File: src/omte_pkg.sv
// ----------------------------------------------------------------------------
// Ordered message table package
// Function codes, status codes and group draw constants.
// ----------------------------------------------------------------------------
package omte_pkg;

   typedef enum logic [2:0] {
      FUNC_ADD     = 3'd0,
      FUNC_EXISTS  = 3'd1,
      FUNC_PENDING = 3'd2,
      FUNC_PAIR    = 3'd3,
      FUNC_MARK    = 3'd4,
      FUNC_SENT    = 3'd5,
      FUNC_COMPACT = 3'd6,
      FUNC_NONE    = 3'd7
   } func_type;

   localparam logic [1:0] STATUS_OK   = 2'd0;
   localparam logic [1:0] STATUS_FAIL = 2'd1;
   localparam logic [1:0] STATUS_ALT  = 2'd2;

   localparam logic [7:0] GROUP_WRAP   = 8'd230;
   localparam logic [7:0] MASTER_EXTRA = 8'd3;

   localparam logic [0:0] CSR_MASTER_MODE = 1'd0;

   typedef struct packed {
      logic [7:0]  group;
      logic [7:0]  op_type;
      logic [15:0] var_id;
      logic [1:0]  direction;
      logic [15:0] byte_len;
      logic [31:0] payload_tag;
      logic [31:0] stamp;
   } slot_type;

endpackage

File: src/omte_group_draw.sv
// ----------------------------------------------------------------------------
// Group number draw
// Next group counter value, stepping by one (by four in master mode) and wrapping to one at the limit.
// ----------------------------------------------------------------------------
module omte_group_draw (
   input  logic [7:0] counter,
   input  logic       master_mode,
   output logic [7:0] next_group
);

   always_comb begin
      if (counter >= omte_pkg::GROUP_WRAP) begin
         next_group = 8'd1;
      end else if (master_mode) begin
         next_group = counter + 8'd1 + omte_pkg::MASTER_EXTRA;
      end else begin
         next_group = counter + 8'd1;
      end
   end

endmodule

File: src/ordered_message_table_engine.sv
// ----------------------------------------------------------------------------
// Ordered message table engine
// Ordered table of message entries with add, query, mark and compaction.
// ----------------------------------------------------------------------------
// channel | direction | content
// req     | in        | one request: func and message fields
// rsp     | out       | one result per request
// csr     | in/out    | APB register master_mode at address 0
//
// Add, mark sent and the unused code go from accept straight to the output state.
// Queries and mark group walk the table one entry per cycle through a single
// compare unit. Compact walks, then clears the vacated flags. A result stall
// holds the result until rsp_tready; req_tready is low while a request is at
// work or its result waits.
// Synchronous reset clears counts and flags; entry storage is undefined until
// written.
// ----------------------------------------------------------------------------
module ordered_message_table_engine #(
   parameter int DEPTH = 16
) (
   input  logic         clock,
   input  logic         reset,
   input  logic         req_tvalid,
   output logic         req_tready,
   // func[2:0] group[10:3] op_type[18:11] op_type_alt[26:19] var_id[42:27]
   // direction[44:43] byte_len[60:45] payload_tag[92:61] entry_index[96:93]
   input  logic [103:0] req_tdata,
   output logic         rsp_tvalid,
   input  logic         rsp_tready,
   // status[1:0] result_index[5:2] result_group[13:6] result_var[29:14]
   // result_size[45:30] result_tag[77:46] result_time[109:78]
   // entry_count[114:110] removed_count[119:115]
   output logic [119:0] rsp_tdata,
   input  logic         csr_psel,
   input  logic         csr_penable,
   input  logic         csr_pwrite,
   input  logic [0:0]   csr_paddr,
   input  logic [31:0]  csr_pwdata,
   output logic [31:0]  csr_prdata,
   output logic         csr_pready
);

   localparam int IW = (DEPTH > 1) ? $clog2(DEPTH) : 1;
   localparam int CW = $clog2(DEPTH + 1);

   typedef enum logic [1:0] {S_IDLE, S_WALK, S_TAIL, S_OUT} state_type;

   omte_pkg::slot_type   mem [DEPTH];
   logic [1:0]           flags_ff [DEPTH];

   state_type            state_ff;
   logic                 master_ff;
   logic [CW-1:0]        fill_ff;
   logic [7:0]           gcnt_ff;
   logic [31:0]          time_ff;
   omte_pkg::func_type   func_ff;
   logic [7:0]           grp_ff, typ_ff, typ2_ff;
   logic [15:0]          var_ff;
   logic [1:0]           dir_ff;
   logic [CW-1:0]        rd_ff, wr_ff, rem_ff;
   logic                 found_ff;
   logic [119:0]         out_ff;
   omte_pkg::slot_type   cur_ff;

   logic [7:0]           drawn;
   logic [1:0]           curf;
   logic [IW-1:0]        rd_i, wr_i;

   omte_group_draw u_draw (
      .counter     (gcnt_ff),
      .master_mode (master_ff),
      .next_group  (drawn)
   );

   assign rd_i       = rd_ff[IW-1:0];
   assign wr_i       = wr_ff[IW-1:0];
   assign curf       = flags_ff[rd_i];
   assign req_tready = (state_ff == S_IDLE);
   assign rsp_tvalid = (state_ff == S_OUT);
   assign rsp_tdata  = out_ff;
   assign csr_pready = 1'b1;
   assign csr_prdata = {31'd0, master_ff};

   function automatic logic [119:0] pack(logic [1:0] st, logic [3:0] ix, logic [7:0] g,
                                          logic [15:0] v, logic [15:0] s, logic [31:0] t,
                                          logic [31:0] tm, logic [4:0] ec, logic [4:0] rc);
      pack = {rc, ec, tm, t, s, v, g, ix, st};
   endfunction

   always_ff @(posedge clock) begin
      if (state_ff == S_WALK) begin
         cur_ff <= mem[rd_i + IW'(1)];
      end else begin
         cur_ff <= mem[0];
      end
      if (state_ff == S_WALK && rd_ff < fill_ff && func_ff == omte_pkg::FUNC_COMPACT
          && !curf[1] && wr_ff != rd_ff) begin
         mem[wr_i] <= cur_ff;
      end else if (state_ff == S_IDLE && req_tvalid && req_tdata[2:0] == omte_pkg::FUNC_ADD
                   && fill_ff < CW'(DEPTH)) begin
         mem[fill_ff[IW-1:0]] <= '{
            group:        (req_tdata[10:3] == 8'd0) ? drawn : req_tdata[10:3],
            op_type:      req_tdata[18:11],
            var_id:       req_tdata[42:27],
            direction:    req_tdata[44:43],
            byte_len:     req_tdata[60:45],
            payload_tag:  req_tdata[92:61],
            stamp:        time_ff + 32'd1};
      end
   end

   always_ff @(posedge clock) begin
      if (reset) begin
         state_ff  <= S_IDLE;
         master_ff <= 1'b0;
         fill_ff   <= '0;
         gcnt_ff   <= '0;
         time_ff   <= '0;
         for (int i = 0; i < DEPTH; i++) flags_ff[i] <= 2'b00;
      end else begin
         if (csr_psel && csr_penable && csr_pwrite && csr_paddr == omte_pkg::CSR_MASTER_MODE)
            master_ff <= csr_pwdata[0];
         unique case (state_ff)
            S_IDLE: begin
               if (req_tvalid) begin
                  func_ff  <= omte_pkg::func_type'(req_tdata[2:0]);
                  grp_ff   <= req_tdata[10:3];
                  typ_ff   <= req_tdata[18:11];
                  typ2_ff  <= req_tdata[26:19];
                  var_ff   <= req_tdata[42:27];
                  dir_ff   <= req_tdata[44:43];
                  rd_ff    <= '0;
                  wr_ff    <= '0;
                  rem_ff   <= '0;
                  found_ff <= 1'b0;
                  unique case (req_tdata[2:0])
                     omte_pkg::FUNC_ADD: begin
                        state_ff <= S_OUT;
                        if (req_tdata[10:3] == 8'd0) gcnt_ff <= drawn;
                        if (fill_ff < CW'(DEPTH)) begin
                           flags_ff[fill_ff[IW-1:0]] <= 2'b00;
                           fill_ff <= fill_ff + 1'b1;
                           time_ff <= time_ff + 32'd1;
                           out_ff <= pack(omte_pkg::STATUS_OK, 4'(fill_ff),
                              (req_tdata[10:3] == 8'd0) ? drawn : req_tdata[10:3],
                              '0, '0, '0, time_ff + 32'd1, 5'(fill_ff + 1'b1), '0);
                        end else begin
                           out_ff <= pack(omte_pkg::STATUS_FAIL, '0,
                              (req_tdata[10:3] == 8'd0) ? drawn : req_tdata[10:3],
                              '0, '0, '0, '0, 5'(fill_ff), '0);
                        end
                     end
                     omte_pkg::FUNC_SENT: begin
                        state_ff <= S_OUT;
                        if (32'(req_tdata[96:93]) < 32'(fill_ff)) begin
                           flags_ff[IW'(req_tdata[96:93])] <= 2'b01;
                           out_ff <= pack(omte_pkg::STATUS_OK, req_tdata[96:93], '0, '0,
                                          '0, '0, '0, 5'(fill_ff), '0);
                        end else begin
                           out_ff <= pack(omte_pkg::STATUS_FAIL, '0, '0, '0, '0, '0, '0,
                                          5'(fill_ff), '0);
                        end
                     end
                     omte_pkg::FUNC_NONE: begin
                        state_ff <= S_OUT;
                        out_ff <= pack(omte_pkg::STATUS_FAIL, '0, '0, '0, '0, '0, '0,
                                       5'(fill_ff), '0);
                     end
                     default: begin
                        state_ff <= S_WALK;
                        out_ff <= pack(omte_pkg::STATUS_FAIL, '0, '0, '0, '0, '0, '0,
                                       5'(fill_ff), '0);
                     end
                  endcase
               end
            end
            S_WALK: begin
               if (rd_ff >= fill_ff || found_ff) begin
                  case (func_ff)
                     omte_pkg::FUNC_MARK: begin
                        if (fill_ff != '0) out_ff[1:0] <= omte_pkg::STATUS_OK;
                        state_ff <= S_OUT;
                     end
                     omte_pkg::FUNC_COMPACT: state_ff <= S_TAIL;
                     default: state_ff <= S_OUT;
                  endcase
               end else begin
                  rd_ff <= rd_ff + 1'b1;
                  case (func_ff)
                     omte_pkg::FUNC_EXISTS, omte_pkg::FUNC_PENDING: begin
                        if (!curf[1] && !(func_ff == omte_pkg::FUNC_PENDING && curf[0])
                            && cur_ff.var_id == var_ff && cur_ff.op_type == typ_ff
                            && cur_ff.direction == dir_ff) begin
                           found_ff <= 1'b1;
                           out_ff <= pack(omte_pkg::STATUS_OK, 4'(rd_ff), cur_ff.group,
                              cur_ff.var_id, cur_ff.byte_len, cur_ff.payload_tag,
                              cur_ff.stamp, 5'(fill_ff), '0);
                        end
                     end
                     omte_pkg::FUNC_PAIR: begin
                        if (cur_ff.group == grp_ff && cur_ff.direction == dir_ff &&
                            (cur_ff.op_type == typ_ff || cur_ff.op_type == typ2_ff)) begin
                           found_ff <= 1'b1;
                           out_ff <= pack((cur_ff.op_type == typ_ff) ? omte_pkg::STATUS_OK
                              : omte_pkg::STATUS_ALT, 4'(rd_ff), cur_ff.group,
                              cur_ff.var_id, cur_ff.byte_len, cur_ff.payload_tag,
                              cur_ff.stamp, 5'(fill_ff), '0);
                        end
                     end
                     omte_pkg::FUNC_MARK: begin
                        if (cur_ff.group == grp_ff) flags_ff[rd_i] <= curf | 2'b10;
                     end
                     omte_pkg::FUNC_COMPACT: begin
                        if (curf[1]) begin
                           rem_ff <= rem_ff + 1'b1;
                        end else begin
                           flags_ff[wr_i] <= curf;
                           wr_ff <= wr_ff + 1'b1;
                        end
                     end
                     default: ;
                  endcase
               end
            end
            S_TAIL: begin
               if (wr_ff < fill_ff) begin
                  flags_ff[wr_i] <= 2'b00;
                  wr_ff <= wr_ff + 1'b1;
               end else begin
                  fill_ff <= fill_ff - rem_ff;
                  out_ff <= pack(omte_pkg::STATUS_OK, '0, '0, '0, '0, '0, '0,
                                 5'(fill_ff - rem_ff), 5'(rem_ff));
                  state_ff <= S_OUT;
               end
            end
            S_OUT: begin
               if (rsp_tready) state_ff <= S_IDLE;
            end
            default: state_ff <= S_IDLE;
         endcase
      end
   end

endmodule
File: config.mk
export PLATFORM = sky130hd
export DESIGN_NAME = ordered_message_table_engine
export DESIGN_NICKNAME = d
export VERILOG_FILES = /design/src/omte_pkg.sv /design/src/omte_group_draw.sv /design/src/ordered_message_table_engine.sv
export SDC_FILE = /design/constraint.sdc
export NUM_CORES = 2
export LEC_CHECK = 0
export BUFFER_PORTS_ARGS = -buffer_cell sky130_fd_sc_hd__buf_4
export CORE_MARGIN = 1
export CORE_UTILIZATION = 62
export DETAILED_ROUTE_END_ITERATION = 10
export PLACE_DENSITY_LB_ADDON = 0.2
export SYNTH_ARGS = -nofsm -noshare
export SYNTH_HDL_FRONTEND = slang
export SYNTH_SLANG_ARGS = --single-unit
File: constraint.sdc
create_clock -name clock -period 15.1 [get_ports clock]
set_input_delay 1.51 -clock clock [delete_from_list [all_inputs] [get_ports clock]]
set_output_delay 1.51 -clock clock [all_outputs]
set_load 0.01 [all_outputs]
==> summary.md <==
| Metric | Value |
|---|---|
| Routed WL | `194 mm` |
| Final setup fails | `0` |
| Final Skew | `29.7 ps` |
| Delay-heaviest family, CP | `buffers and inverters` |
| WP data required | `15540 ps` |
| Met2 Use GR | `45.3%` |
| Post-synthesis compound-gate area fraction | `1.52%` |
| Grt ovf | `0` |
| Starting density of the core | `approximately 63%` |
| First-pass GRT wire length | `between 200 and 300 mm` |
| Mux contribution to synthesized area | `approximately 18%` |
| Max VDD drop | `0.161 mV` |
| Fillcell total | `between 8000 and 9000` |
| Worst-Skew Late Latency | `840 ps` |
| Final Hold Viols | `0` |
| Initial antenna violation count | `5` |
| Seq cells post-synth | `2203` |
| DRC errors left | `0` |
| Synth area leader | `edfxtp_1` |
| Rel. slew slack | `20.2%` |
| Power Internal | `12.6 mW` |
| Async SR Flop Fraction | `0%` |
| CP Cell Sequence | `mux4_2, mux4_2, nor2_4, a41o_4, a31oi_1, nor2_4, buf_4, buf_4` |
| Clock Pin Slew Worst Setup and Hold Paths | `60 ps` |
| Die Footprint | `141000 µm²` |
| Chip height | `between 300 and 400 µm` |
| Syn Inst Count | `4167` |
| Register area | `between 60000 and 70000 µm²` |
| Comb pwr share | `approximately a quarter` |
| Startpoint types | `flop` |
| Synth top area cells | `edfxtp_1 (71%), mux4_2 (15%), dfxtp_1 (3.8%)` |
| Via count | `42329` |
| Num CTS Buffers | `between 200 and 250` |
| # rows | `136` |
| Final Max Slew Viols | `0` |
| Nets | `between 4000 and 5000` |
| Crit path kind | `flop to flop` |
| Final ANT Viol Nets | `0` |
| PwrDens | `178 nW/µm²` |
| Worst reg-to-reg setup slack | `8840 ps` |
| H-tree Lvls | `4` |
| Hold Buf Count CTS | `0` |
| Sw Share | `27.5%` |
| Hold Path End | `cur_ff[84]` |
| I/O pins | `about 300` |
| CTS resizes | `0` |
| F_max | `around 0.16 GHz` |
| Synth Flop Type | `edfxtp_1` |
| Hold Startpoint | `mem[0][84]` |
| Critical path fanouts, max | `48` |
| Post-synthesis sequential area ratio | `74.6%` |
| Mapped cell area | `slightly below 90000 µm²` |
| Arr. time, crit path | `6700 ps` |
| Min-Delay Path Depth | `1` |
| Slowest-stage cell, CP | `nor2_4` |
| HPWL after DPL | `90.8 mm` |
| Leak | `31.3 nW` |
| Die width | `376 µm` |
| Status | `complete, no violations` |
| Root Driver | `clkbuf_16` |
| CTS tree | `done` |
| Critical Path Sink Type | `flop` |
| Worst r2r dst | `mem[11][46]` |
| Met3 GRT Util | `4.90%` |
| Main combinational cell family by area after synthesis | `multiplexers` |
| Post-synthesis xor/xnor area fraction | `1.30%` |
| Number of distinct library cells after synthesis | `just under 70` |
| Psw | `approximately 4.8 mW` |
| Clock group share of total power | `between 30 and 40%` |
| Hold/Removal Path Class | `flop to flop` |
| Setup_tns | `0 ps` |
| Setup bufs post-CTS | `0` |
| DR vias/cell | `6.50` |
| Final Wtd Congestion | `around 0.86` |
| IO buf count | `228` |
| DRT Pass-1 Iters | `6` |
| CTS Sinks | `roughly 2200` |
| Wire per inst | `29.8 µm` |
| Vias in the first global route | `43008` |
| Buf/Inv on CP | `2` |
| Seq pwr share | `roughly 46%` |
| Simple-gate share of the synthesized area | `2.90%` |
| Worst slew pin tran | `1190 ps` |
| Total of max-cap violations | `0` |
| EDFF count, synth | `2037` |
| Maximum root-to-sink buffer count | `3` |
| Share of layout cells above drive strength 1 | `31.2%` |
| Largest net degree at the start of global routing | `~140` |
| Met1 usage | `40.0%` |
| Busiest layer in global routing | `met2` |
| CP peak stage delay | `930 ps` |
| Area share of fa/ha/maj cells after synthesis | `0.457%` |
| Period utilisation layout | `about two fifths` |
| Reg2reg path depth | `8` |
| Area grow syn2layout | `12.7%` |
| GRT Overall Usage | `28.0%` |
| Fin crit period | `6260 ps` |
| Multi-input logic area | `21100 µm²` |
| Share of the synthesized area in the top cell type | `70.7%` |
| Hold slack | `489 ps` |
| Unrepaired setup endpoints after global routing | `false` |
| DRT iter0 DRCs | `4694` |
| Mean post-synth cell area | `20.8 µm²` |
| Core Footprint | `138000 µm²` |
| Synthesis Warnings | `0` |
[final cells by class]
class / instances / share of cell area, %
inverter: 23 / 0.0886
multi-input combinational: 1711 / 21.6
clock inverter: 109 / 1.12
tap: 1863 / 2.39
antenna: 1 / 0.00257
clock buffer: 286 / 5.94
timing repair buffer: 318 / 2.65
sequential: 2203 / 66.2
[flip-flops by register name, summed over array words and instances, names as in the netlist, 16 cells and up, named ones only]
| register | flops |
|---|---|
| rsp_tdata | 120 |
| var_ff | 16 |
| flags_ff | 32 |
| mem | 1824 |
| cur_ff | 114 |
| time_ff | 32 |
[worst max-delay path by stage]
stage | end | slack, ps | depth (start not counted)
floorplan | rsp_tdata[100] | 3390 | 10
finish | mem[11][46] | 8840 | 8
global route | mem[11][46] | 8610 | 8
detailed placement | mem[13][42] | 8050 | 10
CTS | mem[15][28] | 8740 | 8
global placement | mem[15][11] | 8060 | 11
[power by group through the flow]
stage / Clock, mW / Combinational, mW / Sequential [mW]
after floorplan: 0 / 2.85 / 8.10
after global placement: 0 / 4.04 / 8.11
after detailed placement: 0 / 4.14 / 8.11
after CTS: 5.29 / 4.17 / 7.99
after global routing: 5.52 / 4.42 / 8.02
final: 5.24 / 4.14 / 7.99
[stage by stage]
step                power (mW)  area [µm²]  utilization [%]  worst slack, ps  instances
floorplan                 11.0       86600                -             3390       4197
global placement          12.1       90600             65.6             8060       6118
detailed placement        12.2       90600             65.6             8050       6118
CTS                       17.5       97500             70.6             8740       6513
global route              18.0       97500             70.6             8610       6513
finish                    17.4       97500             70.6             8840       6514
[cell usage after synthesis (23+ instances only)]
library cell / n
nand3_1: 44
inv_1: 23
buf_4: 33
xnor2_1: 70
edfxtp_1: 2037
buf_1: 46
and2_1: 76
nor2_1: 115
mux4_2: 579
o21ai_0: 114
dfxtp_1: 166
mux2_2: 196
ha_1: 30
a21oi_1: 36
nor3_1: 45
nand2_1: 135
clkbuf_1: 158
xor2_1: 58
[worst reg2reg max path, cell delays in order, from the launching register on]
cell and delay, ps:
dfxtp_1 530, mux4_2 580, mux4_2 590, nor2_4 190
a41o_4 670, a31oi_1 480, nor2_4 930, buf_4 940
buf_4 910
[per-layer routing]
metal,vias up,routed length (µm)
met5,-,0
met4,0,5020
met3,310,16700
met2,2066,96200
met1,22381,76200
li1,17572,-
[layout by cell type (no fill, tap or decap), types with 6 or more instances in the layout]
| cell type | netlist | routed |
|---|---|---|
| bufinv_16 | 0 | 18 |
| a22o_1 | 9 | 9 |
| edfxtp_1 | 2037 | 2037 |
| clkbuf_16 | 0 | 213 |
| nand3_1 | 44 | 44 |
| nand4_1 | 15 | 15 |
| xor2_1 | 58 | 57 |
| mux2i_1 | 18 | 18 |
| nor2_1 | 115 | 98 |
| mux2_2 | 196 | 196 |
| a21o_1 | 8 | 8 |
| buf_4 | 33 | 302 |
| conb_1 | 2 | 32 |
| buf_12 | 0 | 16 |
| inv_1 | 23 | 23 |
| a31oi_1 | 6 | 6 |
| clkbuf_8 | 0 | 19 |
| nor3_2 | 8 | 8 |
| nor2_4 | 1 | 18 |
| dfxtp_1 | 166 | 166 |
| clkinv_2 | 0 | 42 |
| clkinv_1 | 0 | 28 |
| nor2b_1 | 17 | 17 |
| clkbuf_1 | 158 | 54 |
| a21oi_1 | 36 | 36 |
| or3_1 | 10 | 10 |
| nand2b_1 | 8 | 8 |
| nor3_1 | 45 | 45 |
| o21ai_0 | 114 | 113 |
| ha_1 | 30 | 28 |
| o21ai_1 | 5 | 6 |
| and2_1 | 76 | 75 |
| xnor2_1 | 70 | 70 |
| and3_1 | 9 | 9 |
| nand2_1 | 135 | 134 |
| mux4_2 | 579 | 579 |
[cell families (layout without fill, tap and decap cells)]
kind of cell,after synthesis,in the layout
xor gates and xnor gates,128,128
other,2,33
and+or+nand+nor,506,506
AOI/OAI and AO/OA,220,220
muxes,794,794
DFF,2203,2203
buffers and inverters,283,736
adders and majority gates,31,31
No activity file was read; power rests on OpenSTA's default activity.
